===== src/cit_pkg.sv =====
package cit_pkg;

  localparam logic [6:0]  MAX_TUPLES       = 7'd64;
  localparam logic [6:0]  TEXT_CAP         = 7'd79;
  localparam logic [12:0] SCAN_LIMIT_BYTES = 13'd6144;
  localparam logic [12:0] POSITION_MAX     = 13'h1FFF;
  localparam logic [15:0] DEFAULT_CONFIG_BASE_RESET = 16'd1024;

  localparam logic [7:0] CODE_NULL  = 8'h00;
  localparam logic [7:0] CODE_END   = 8'hFF;
  localparam logic [7:0] CODE_MANF  = 8'h20;
  localparam logic [7:0] CODE_CONF  = 8'h1A;
  localparam logic [7:0] CODE_VERS  = 8'h15;
  localparam logic [7:0] LINK_END   = 8'hFF;
  localparam logic [7:0] CHAR_SPACE = 8'h20;
  localparam logic [1:0] SIZE_MASK  = 2'b11;

  localparam int unsigned PADDR_W = 3;
  localparam logic REG_DEFAULT_CONFIG_BASE = 1'b0;

  typedef enum logic [1:0] {
    PH_CODE = 2'd0,
    PH_LINK = 2'd1,
    PH_BODY = 2'd2
  } phase_t;

  typedef struct packed {
    logic [7:0] cis_byte;
    logic       restart;
  } cis_item_t;

  typedef struct packed {
    logic        done_res;
    logic [15:0] manufacturer_id;
    logic [15:0] card_id;
    logic [15:0] config_base;
    logic [7:0]  text_char;
    logic        text_char_valid;
    logic [6:0]  text_length;
  } res_item_t;

  typedef struct packed {
    phase_t      parse_phase;
    logic [7:0]  tuple_code;
    logic [7:0]  tuple_link;
    logic [7:0]  body_index;
    logic [6:0]  tuple_count;
    logic [12:0] byte_position;
    logic [15:0] vendor_reg;
    logic [15:0] card_reg;
    logic [15:0] base_reg;
    logic [1:0]  base_size;
    logic [6:0]  text_count;
    logic [6:0]  trimmed_count;
    logic        finished;
  } parse_state_t;

endpackage


===== src/cit_step.sv =====
module cit_step (
  input  cit_pkg::parse_state_t cur,
  input  cit_pkg::cis_item_t    item,
  input  logic [15:0]           default_base,
  output cit_pkg::parse_state_t nxt,
  output cit_pkg::res_item_t    res
);

  cit_pkg::parse_state_t s;
  logic [7:0] b;
  logic [7:0] ch;
  logic       ch_valid;
  logic       close;
  logic       check;
  logic [6:0] count_inc;
  logic [8:0] index_inc;
  logic [6:0] text_inc;

  assign b         = item.cis_byte;
  assign index_inc = {1'b0, cur.body_index} + 9'd1;

  always_comb begin
    s        = cur;
    ch       = '0;
    ch_valid = 1'b0;
    close    = 1'b0;
    check    = 1'b0;
    text_inc = '0;

    if (item.restart) begin
      s             = '0;
      s.parse_phase = cit_pkg::PH_CODE;
      s.base_reg    = default_base;
    end

    if (!s.finished) begin
      if (s.byte_position < cit_pkg::POSITION_MAX) begin
        s.byte_position = s.byte_position + 13'd1;
      end
      unique case (s.parse_phase)
        cit_pkg::PH_LINK: begin
          s.tuple_link = b;
          s.body_index = '0;
          if (b == 8'd0) begin
            close = 1'b1;
            check = 1'b1;
          end else begin
            s.parse_phase = cit_pkg::PH_BODY;
          end
        end
        cit_pkg::PH_BODY: begin
          if (s.tuple_code == cit_pkg::CODE_MANF) begin
            unique case (s.body_index)
              8'd0: s.vendor_reg[7:0]  = b;
              8'd1: s.vendor_reg[15:8] = b;
              8'd2: s.card_reg[7:0]    = b;
              8'd3: s.card_reg[15:8]   = b;
              default: ;
            endcase
          end else if (s.tuple_code == cit_pkg::CODE_CONF) begin
            unique case (s.body_index)
              8'd0: s.base_size = b[1:0] & cit_pkg::SIZE_MASK;
              8'd2: s.base_reg  = {8'd0, b};
              8'd3: begin
                if (s.base_size != 2'd0) begin
                  s.base_reg[15:8] = b;
                end
              end
              default: ;
            endcase
          end else if (s.tuple_code == cit_pkg::CODE_VERS) begin
            if (s.body_index >= 8'd2 && s.text_count < cit_pkg::TEXT_CAP) begin
              ch           = (b == 8'd0) ? cit_pkg::CHAR_SPACE : b;
              ch_valid     = 1'b1;
              text_inc     = s.text_count + 7'd1;
              s.text_count = text_inc;
              if (ch != cit_pkg::CHAR_SPACE) begin
                s.trimmed_count = text_inc;
              end
            end
          end
          s.body_index = index_inc[7:0];
          if (index_inc >= {1'b0, s.tuple_link}) begin
            close = 1'b1;
            check = 1'b1;
          end
        end
        default: begin
          s.tuple_code = b;
          if (b == cit_pkg::CODE_END) begin
            s.finished = 1'b1;
          end else if (b == cit_pkg::CODE_NULL) begin
            close = 1'b1;
          end else begin
            s.parse_phase = cit_pkg::PH_LINK;
          end
        end
      endcase
    end

    count_inc = s.tuple_count + 7'd1;
    if (close) begin
      s.tuple_count = count_inc;
      s.parse_phase = cit_pkg::PH_CODE;
      if (count_inc >= cit_pkg::MAX_TUPLES) begin
        s.finished = 1'b1;
      end
      if (check && (s.tuple_link == cit_pkg::LINK_END ||
                    s.byte_position >= cit_pkg::SCAN_LIMIT_BYTES)) begin
        s.finished = 1'b1;
      end
    end

    nxt                 = s;
    res.done_res        = s.finished;
    res.manufacturer_id = s.vendor_reg;
    res.card_id         = s.card_reg;
    res.config_base     = s.base_reg;
    res.text_char       = ch;
    res.text_char_valid = ch_valid;
    res.text_length     = s.trimmed_count;
  end

endmodule


===== src/card_info_tuple_parser_top.sv =====
// Card information tuple parser. Feed the attribute-memory bytes of the card
// information structure in order on the cis channel, one per transaction; set
// restart on the first byte of each scan. Every byte gives exactly one result
// transaction carrying the IDs, config base, any version text character and
// the trimmed text length seen so far, with done_res sticky once the chain
// ends or a limit is hit. Throughput is one byte per cycle: all tuple parsing
// is a single combinational step between the parser state register and the
// result register, and a new byte is taken whenever the result register is
// empty or being drained. The result register is loaded on acceptance.
// Register 0 (byte address 0): default config base, reset 1024, loaded into
// the parser at reset and on restart.
module card_info_tuple_parser_top (
  input  logic                            clk,
  input  logic                            rst,
  input  logic                            cis_valid,
  output logic                            cis_ready,
  input  cit_pkg::cis_item_t              cis_item,
  output logic                            res_valid,
  input  logic                            res_ready,
  output cit_pkg::res_item_t              res_item,
  input  logic                            psel,
  input  logic                            penable,
  input  logic                            pwrite,
  input  logic [cit_pkg::PADDR_W-1:0]     paddr,
  input  logic [31:0]                     pwdata,
  output logic [31:0]                     prdata,
  output logic                            pready
);

  logic [15:0]           default_base;
  cit_pkg::parse_state_t st;
  cit_pkg::parse_state_t st_next;
  cit_pkg::parse_state_t st_reset;
  cit_pkg::res_item_t    res_next;
  logic                  accept;
  logic                  cfg_write;

  assign pready    = 1'b1;
  assign cfg_write = psel && penable && pwrite && pready;
  assign prdata    = (paddr[2] == cit_pkg::REG_DEFAULT_CONFIG_BASE) ?
                     {16'd0, default_base} : 32'd0;

  always_ff @(posedge clk) begin
    if (rst) begin
      default_base <= cit_pkg::DEFAULT_CONFIG_BASE_RESET;
    end else if (cfg_write && paddr[2] == cit_pkg::REG_DEFAULT_CONFIG_BASE) begin
      default_base <= pwdata[15:0];
    end
  end

  assign cis_ready = !res_valid || res_ready;
  assign accept    = cis_valid && cis_ready;

  cit_step u_step (
    .cur          (st),
    .item         (cis_item),
    .default_base (default_base),
    .nxt          (st_next),
    .res          (res_next)
  );

  always_comb begin
    st_reset             = '0;
    st_reset.parse_phase = cit_pkg::PH_CODE;
    st_reset.base_reg    = cit_pkg::DEFAULT_CONFIG_BASE_RESET;
  end

  always_ff @(posedge clk) begin
    if (rst) begin
      st <= st_reset;
    end else if (accept) begin
      st <= st_next;
    end
  end

  always_ff @(posedge clk) begin
    if (rst) begin
      res_valid <= 1'b0;
    end else if (accept) begin
      res_valid <= 1'b1;
    end else if (res_ready) begin
      res_valid <= 1'b0;
    end
  end

  always_ff @(posedge clk) begin
    if (accept) begin
      res_item <= res_next;
    end
  end

  a_done_sticky: assert property (@(posedge clk) disable iff (rst)
    st.finished && !(accept && cis_item.restart) |=> st.finished)
    else $error("parser done flag dropped without restart");

  a_done_matches: assert property (@(posedge clk) disable iff (rst)
    accept |=> res_valid && res_item.done_res == st.finished)
    else $error("result done flag differs from parser state");

  a_char_nonzero: assert property (@(posedge clk) disable iff (rst)
    res_valid && res_item.text_char_valid |-> res_item.text_char != 8'd0)
    else $error("zero text character emitted");

  a_trim_bound: assert property (@(posedge clk) disable iff (rst)
    st.trimmed_count <= st.text_count && st.text_count <= cit_pkg::TEXT_CAP)
    else $error("text counters out of range");

  a_no_overrun: assert property (@(posedge clk) disable iff (rst)
    res_valid && !res_ready |-> !cis_ready)
    else $error("input taken while result stalled");

endmodule


===== config.mk =====
export PLATFORM = sky130hd
export DESIGN_NAME = card_info_tuple_parser_top
export DESIGN_NICKNAME = d
export VERILOG_FILES = /design/src/cit_pkg.sv /design/src/cit_step.sv /design/src/card_info_tuple_parser_top.sv
export SDC_FILE = /design/constraint.sdc
export NUM_CORES = 1
export LEC_CHECK = 0
export ABC_AREA = 1
export BUFFER_PORTS_ARGS = -buffer_cell sky130_fd_sc_hd__buf_4
export CAP_MARGIN = 30
export CELL_PAD_IN_SITES_DETAIL_PLACEMENT = 0
export CELL_PAD_IN_SITES_GLOBAL_PLACEMENT = 2
export CORE_UTILIZATION = 33
export DETAILED_ROUTE_END_ITERATION = 16
export GPL_ROUTABILITY_DRIVEN = 0
export PLACE_DENSITY_LB_ADDON = 0.1
export SLEW_MARGIN = 25
export SYNTH_ARGS = -nofsm -noshare
export SYNTH_HDL_FRONTEND = slang
export SYNTH_SLANG_ARGS = --single-unit

===== constraint.sdc =====
create_clock -name clk -period 3.3 [get_ports clk]
set_input_delay 0.495 -clock clk [delete_from_list [all_inputs] [get_ports clk]]
set_output_delay 0.495 -clock clk [all_outputs]
set_load 0.05 [all_outputs]

=== Word level (Yosys, flattened, before mapping) ===
Cells that the tools add are included.

* Add/sub/neg operators: 4
* $mul: 0
* Divide/modulo/power cells: 0
* $lt $le $gt $ge: 6
* Equal/unequal tests: 11
* Shift-type cells: 0
* Muxes and demuxes: 46
* Bitwise gates (word level): 4
* Reduce and logical (&&, ||, !) cells: 16

{| class="wikitable"
|+ Operators by type and width
! cell !! number
|-
| 2-to-1 mux 111 bit || 1
|-
| 2-to-1 mux 78 bit || 1
|-
| 2-to-1 mux 8 bit || 9
|-
| 2-to-1 mux 32 bit || 2
|-
| 2-to-1 mux 64 bit || 1
|-
| 2-to-1 mux 14 bit || 3
|-
| one-hot mux 8 bit (2 select lines) || 2
|-
| 2-to-1 mux 26 bit || 1
|-
| 2-to-1 mux 18 bit || 1
|-
| == test 8 x 2 -> 1 bit, second input constant || 2
|-
| == test 8 x 5 -> 1 bit, second input constant || 2
|-
| == test 8 bit, second input constant || 2
|-
| zero test 8 bit || 2
|-
| 2-to-1 mux 16 bit || 1
|-
| adder 7 x 1 -> 7 bit, second input constant || 2
|-
| 2-to-1 mux 7 bit || 2
|-
| adder 13 x 1 -> 13 bit, second input constant || 1
|-
| greater-or-equal comparator 13 bit, second input constant || 1
|-
| < comparator 13 bit, second input constant || 1
|-
| 2-to-1 mux 1 bit || 13
|-
| 2-to-1 mux 13 bit || 1
|-
| 2-to-1 mux 2 bit || 5
|-
| adder 8 x 1 -> 9 bit, second input constant || 1
|-
| greater-or-equal comparator 9 x 8 -> 1 bit || 1
|-
| other kinds (18) || 29
|}

* Flip-flop bits (word level): 193
* Latch bits: 0
* Memory bits (writable): 0
* Memory bits (read-only): 0
* Input port bits: 51
* Output and inout port bits: 100
* Word-level logic and storage cells: 109
* Memories: 0

=== Longest topological paths before layout ===
* Depth in word-level cells: 15
* Depth in mapped cells: 20

=== Modules after synthesis ===
Synthesis repeated with hierarchy kept, for this count alone.

* Cell total of the unflattened synthesis: 1676
* Area total of the unflattened synthesis: 11433.5 µm²

{| class="wikitable"
|+ By module, submodules not included
! module !! times used !! cells each !! area each (µm²) !! sequential area each (µm²)
|-
| card_info_tuple_parser_top || 1 || 942 || 7646.1 || 4514.3
|-
| cit_step || 1 || 734 || 3787.4 || 0.0
|}

=== Worst setup path before layout ===
Ideal clock, no wire load.

* Kind: reg-to-reg
* Start point: reg res_valid
* End point: reg res_item[0] (netlist bit), enable pin
* Library setup time: 0.398 ns
* Data arrival time: 2.548 ns
* Required time: 2.902 ns
* Slack: 0.354 ns
* Stages on the path, launching flop included: 7
* Path buffers: 3
* Clock period less this slack: 2.946 ns
* Path through: dfxtp_1 > nand2_1 > nand2_1 > buf_2 > inv_2 > clkbuf_1 > buf_2

* Longest elaborated chain between the ends: 3

{| class="wikitable"
|+ Ends and longest elaborated chain
! item !! RTL line !! text
|-
| start: declaration || card_info_tuple_parser_top.sv:18 || <nowiki>output logic res_valid,</nowiki>
|-
| start signal: assignment || card_info_tuple_parser_top.sv:78 || <nowiki>res_valid <= 1'b0;</nowiki>
|-
| start signal: assignment || card_info_tuple_parser_top.sv:80 || <nowiki>res_valid <= 1'b1;</nowiki>
|-
| start signal: assignment || card_info_tuple_parser_top.sv:82 || <nowiki>res_valid <= 1'b0;</nowiki>
|-
| zero test 1 bit || card_info_tuple_parser_top.sv:51 || <nowiki>assign cis_ready = !res_valid || res_ready;</nowiki>
|-
| logical OR 1 bit || card_info_tuple_parser_top.sv:51 ||
|-
| via cis_ready || card_info_tuple_parser_top.sv:16 || <nowiki>output logic cis_ready,</nowiki>
|-
| logical AND 1 bit || card_info_tuple_parser_top.sv:52 || <nowiki>assign accept = cis_valid && cis_ready;</nowiki>
|-
| via accept || card_info_tuple_parser_top.sv:35 || <nowiki>logic accept;</nowiki>
|-
| end signal: assignment || card_info_tuple_parser_top.sv:88 || <nowiki>res_item <= res_next;</nowiki>
|-
| end: declaration || card_info_tuple_parser_top.sv:20 || <nowiki>output cit_pkg::res_item_t res_item,</nowiki>
|}

The timed path passes the listed nets, and every way through them passes these cells.
A chain may end at the register's enable or synchronous reset.

==> results.py <==
metrics = {
    "status": {
        "outcome": "complete, no violations",
    },
    "floorplanning": {
        "die_h_um": 178,
        "start_util_pct": 33.5,
        "rows": 64,
        "core_sq_um": 30600,
        "pin_count": 151,
        "die_w_um": 178,
        "die-area_sq_um": 31700,
    },
    "timing": {
        "fin_crit_ns": 2.91,
        "slew_violations": 0,
        "fin_skew_ns": 0.0136,
        "fmax_ghz": 0.344,
        "slew_headroom_pct": 45.4,
        "tightest_slew_ns": 0.819,
        "rsz0062_at_grt": "false",
        "setup_viol": 0,
        "fin_setup_tns_ns": 0,
        "hold_viol_final": 0,
        "timing.final.crit_share_pct": 88.1,
    },
    "clock_network": {
        "cts.path.max_buffers": 2,
        "cts_sinks": 193,
        "postCtsSetupBuffers": 0,
        "cts_resized": 0,
        "cts_made_buffers": 17,
        "cts_htree_levels": 4,
        "cts_tree": "done",
        "insertion_delay_ns": 0.45,
        "holdBufCountCts": 0,
        "cts_root_buffer": "clkbuf_16",
        "clkSlewWorstSetupHoldPaths_ns": 0.08,
    },
    "cells_and_area": {
        "syn_to_final_growth_pct": 16.6,
        "diodes": 0,
        "fillers": 3247,
        "final_cell_mix": "nand2_1, inv_1, nor2_1",
        "layout_commonest_cell": "nand2_1",
        "final_nets": 1491,
        "drive_gt1_share_pct": 17.7,
        "utilization_pct": 39.0,
    },
    "global_route": {
        "grt_pass1_vias": 8081,
        "grt_usage_pct": 18.4,
        "grt_max_degree": 114,
        "antenna_found_initial": 0,
        "grt_overflow_total": 0,
        "grt_pass1_wl_um": 45000,
    },
    "critical_path": {
        "cp-end-kind": "flip-flop",
        "cp_num_cells": 16,
        "cp-start-kind": "flip-flop",
        "crit_path_cell_trace": "ha_1, nand2_1, nor2_2, nand3_1, xor2_1, inv_1, ha_1, a21o_1, nand3_1, nand2_1, nor2_1, nand3_1, nand2_1, nand3_2, nand2_1, nand3_1",
        "critical_path.top_delay_family": "simple AND/OR/NAND/NOR gates",
        "ff2ff_path_depth": 16,
        "path_buf_inv": 1,
        "cp_slowest_cell": "dfxtp_1",
        "crit_type": "reg -> reg",
        "crit_arrival_ns": 3.10,
        "cp.required_ns": 3.49,
        "crit_fanout": 12,
        "cp_slowest_stage_delay_ns": 0.39,
    },
    "route": {
        "drt_wl_total_um": 28300,
        "vias_per_cell": 4.75,
        "drt-pass1-iter-count": 5,
        "wl_per_cell_um": 15.5,
        "ant_nets": 0,
        "vias": 8719,
        "drc": 0,
        "drt_iter0_drc": 542,
    },
    "worst_hold_path": {
        "hp-class": "in -> reg",
        "worst_hold_path.num_cells": 3,
    },
    "synthesis": {
        "ys_ff_latch": 193,
        "ys_warn_count": 0,
        "synth-edff-count": 65,
        "synth_ff_type": "dfxtp_1",
        "async_flop_share_pct": 0,
        "avgSynthCellArea_sq_um": 7.63,
        "ys_types": 50,
        "netlist_instances": 1341,
        "syn_area_sq_um": 10200,
        "ys_seq_area_share_pct": 44.1,
    },
    "pwr": {
        "powerDensity_nw_per_um2": 481,
        "ir_drop_uv": 291,
        "p_leak_nw": 5.47,
    },
    "placed_design": {
        "dp_hpwl_um": 19100,
        "portBuffers": 115,
    },
    "job": {
        "maxCapViolCount": 0,
    },
}
==> cells by family (layout without fill, tap and decap cells) <==
group	Yosys count	in the layout	synth area share, %
compound gates	279	279	16.1
xor+xnor	10	10	0.856
fa+ha+maj	15	15	1.83
buf+inv	297	379	12.6
flops	193	193	44.1
other cells	2	17	0.0734
simple gates	545	545	24.5
==> path summary, 6_finish.rpt <==
path	from	endpoint	slack, ns
max	st[85]$_SDFFE_PP0P_	res_item[64]$_DFFE_PP_	0.39
min	pwdata[10]	default_base[10]$_SDFFE_PP1P_	0.28
max reg2reg	st[85]$_SDFFE_PP0P_	res_item[64]$_DFFE_PP_	0.39
min reg2reg	st[16]$_SDFFE_PP0P_	st[16]$_SDFFE_PP0P_	0.47
==> stage by stage <==
step                      total power [mW]  instance area [sq um]  hold slack, ns  setup slack (ns)  std cells
final                                 5.73                  11900           0.277             0.393       1834
after global routing                  6.02                  11900           0.269            0.0926       1834
after CTS                             5.83                  11900           0.254             0.335       1834
after detailed placement              3.70                  11300           0.458             0.361       1802
after global placement                3.70                  11300           0.453             0.372       1802
after floorplan                       3.43                  10300           0.441             0.354       1356
==> cell type report <==
| type | instances | area [sq um] | share of cell area, % |
|---|---|---|---|
| clock buffers | 18 | 429 | 3.60 |
| multi-input cells | 866 | 4500 | 37.7 |
| inverters | 212 | 803 | 6.73 |
| clock inverters | 14 | 150 | 1.26 |
| flip-flops and latches | 193 | 4510 | 37.8 |
| well taps | 396 | 495 | 4.15 |
| repair buffers | 135 | 1040 | 8.71 |
==> report_power, final <==
part           leakage (nW)  internal [mW]  switching [mW]
sequential             1.71           2.60          0.0648
combinational          3.48          0.276           0.692
clock                 0.280           1.07            1.03
total                  5.47           3.95            1.78
==> Yosys cell counts, types with 2 or more instances <==
master / n / area (sq um)
nand2_1: 205 / 769
inv_1: 202 / 758
nor2_1: 166 / 623
dfxtp_1: 128 / 2560
nand3_1: 81 / 405
o21ai_0: 81 / 405
a21oi_1: 78 / 390
edfxtp_1: 65 / 1950
o21ai_1: 42 / 210
clkbuf_1: 39 / 146
o21ai_2: 28 / 245
o211ai_1: 23 / 173
buf_4: 20 / 150
nor3_1: 19 / 95.1
nand4_1: 17 / 106
ha_1: 15 / 188
nand3_2: 13 / 130
buf_6: 11 / 124
nor2_2: 10 / 62.6
inv_2: 9 / 33.8
xor2_1: 9 / 78.8
buf_2: 8 / 40.0
buf_1: 7 / 26.3
nand2_2: 7 / 43.8
a221oi_1: 6 / 52.6
a31oi_1: 5 / 31.3
nor3b_1: 5 / 37.5
nor2_4: 4 / 45.0
a21oi_2: 3 / 26.3
nand2_4: 3 / 33.8
nor4_1: 3 / 18.8
o21a_1: 3 / 22.5
a211oi_1: 2 / 15.0
a21o_1: 2 / 15.0
conb_1: 2 / 7.51
nand3_4: 2 / 35.0
nand3b_1: 2 / 15.0
nand4_2: 2 / 25.0
nor3_2: 2 / 20.0
o31ai_1: 2 / 15.0
==> registers in the layout, summed over array words and instances, names as in the netlist <==
name          cells
st              111
default_base     16
res_item         65
res_valid         1
==> per-layer routing <==
metal | up-vias | share of wire [%] | wire length [um] | track usage [%]
met5 | - | 0 | 0 | 0
met4 | 0 | 0.94 | 265 | 4.70
met3 | 18 | 2.7 | 760 | 2.69
met2 | 143 | 48 | 13500 | 30.6
met1 | 4041 | 49 | 13800 | 24.8
li1 | 4517 | - | - | -
==> tightest hold or removal path, cell delays in order <==
cell and delay [ns]:
buf_4 0.08, nand2_1 0.04, o211ai_1 0.06
Note: power is estimated with default switching activity, not from simulation.
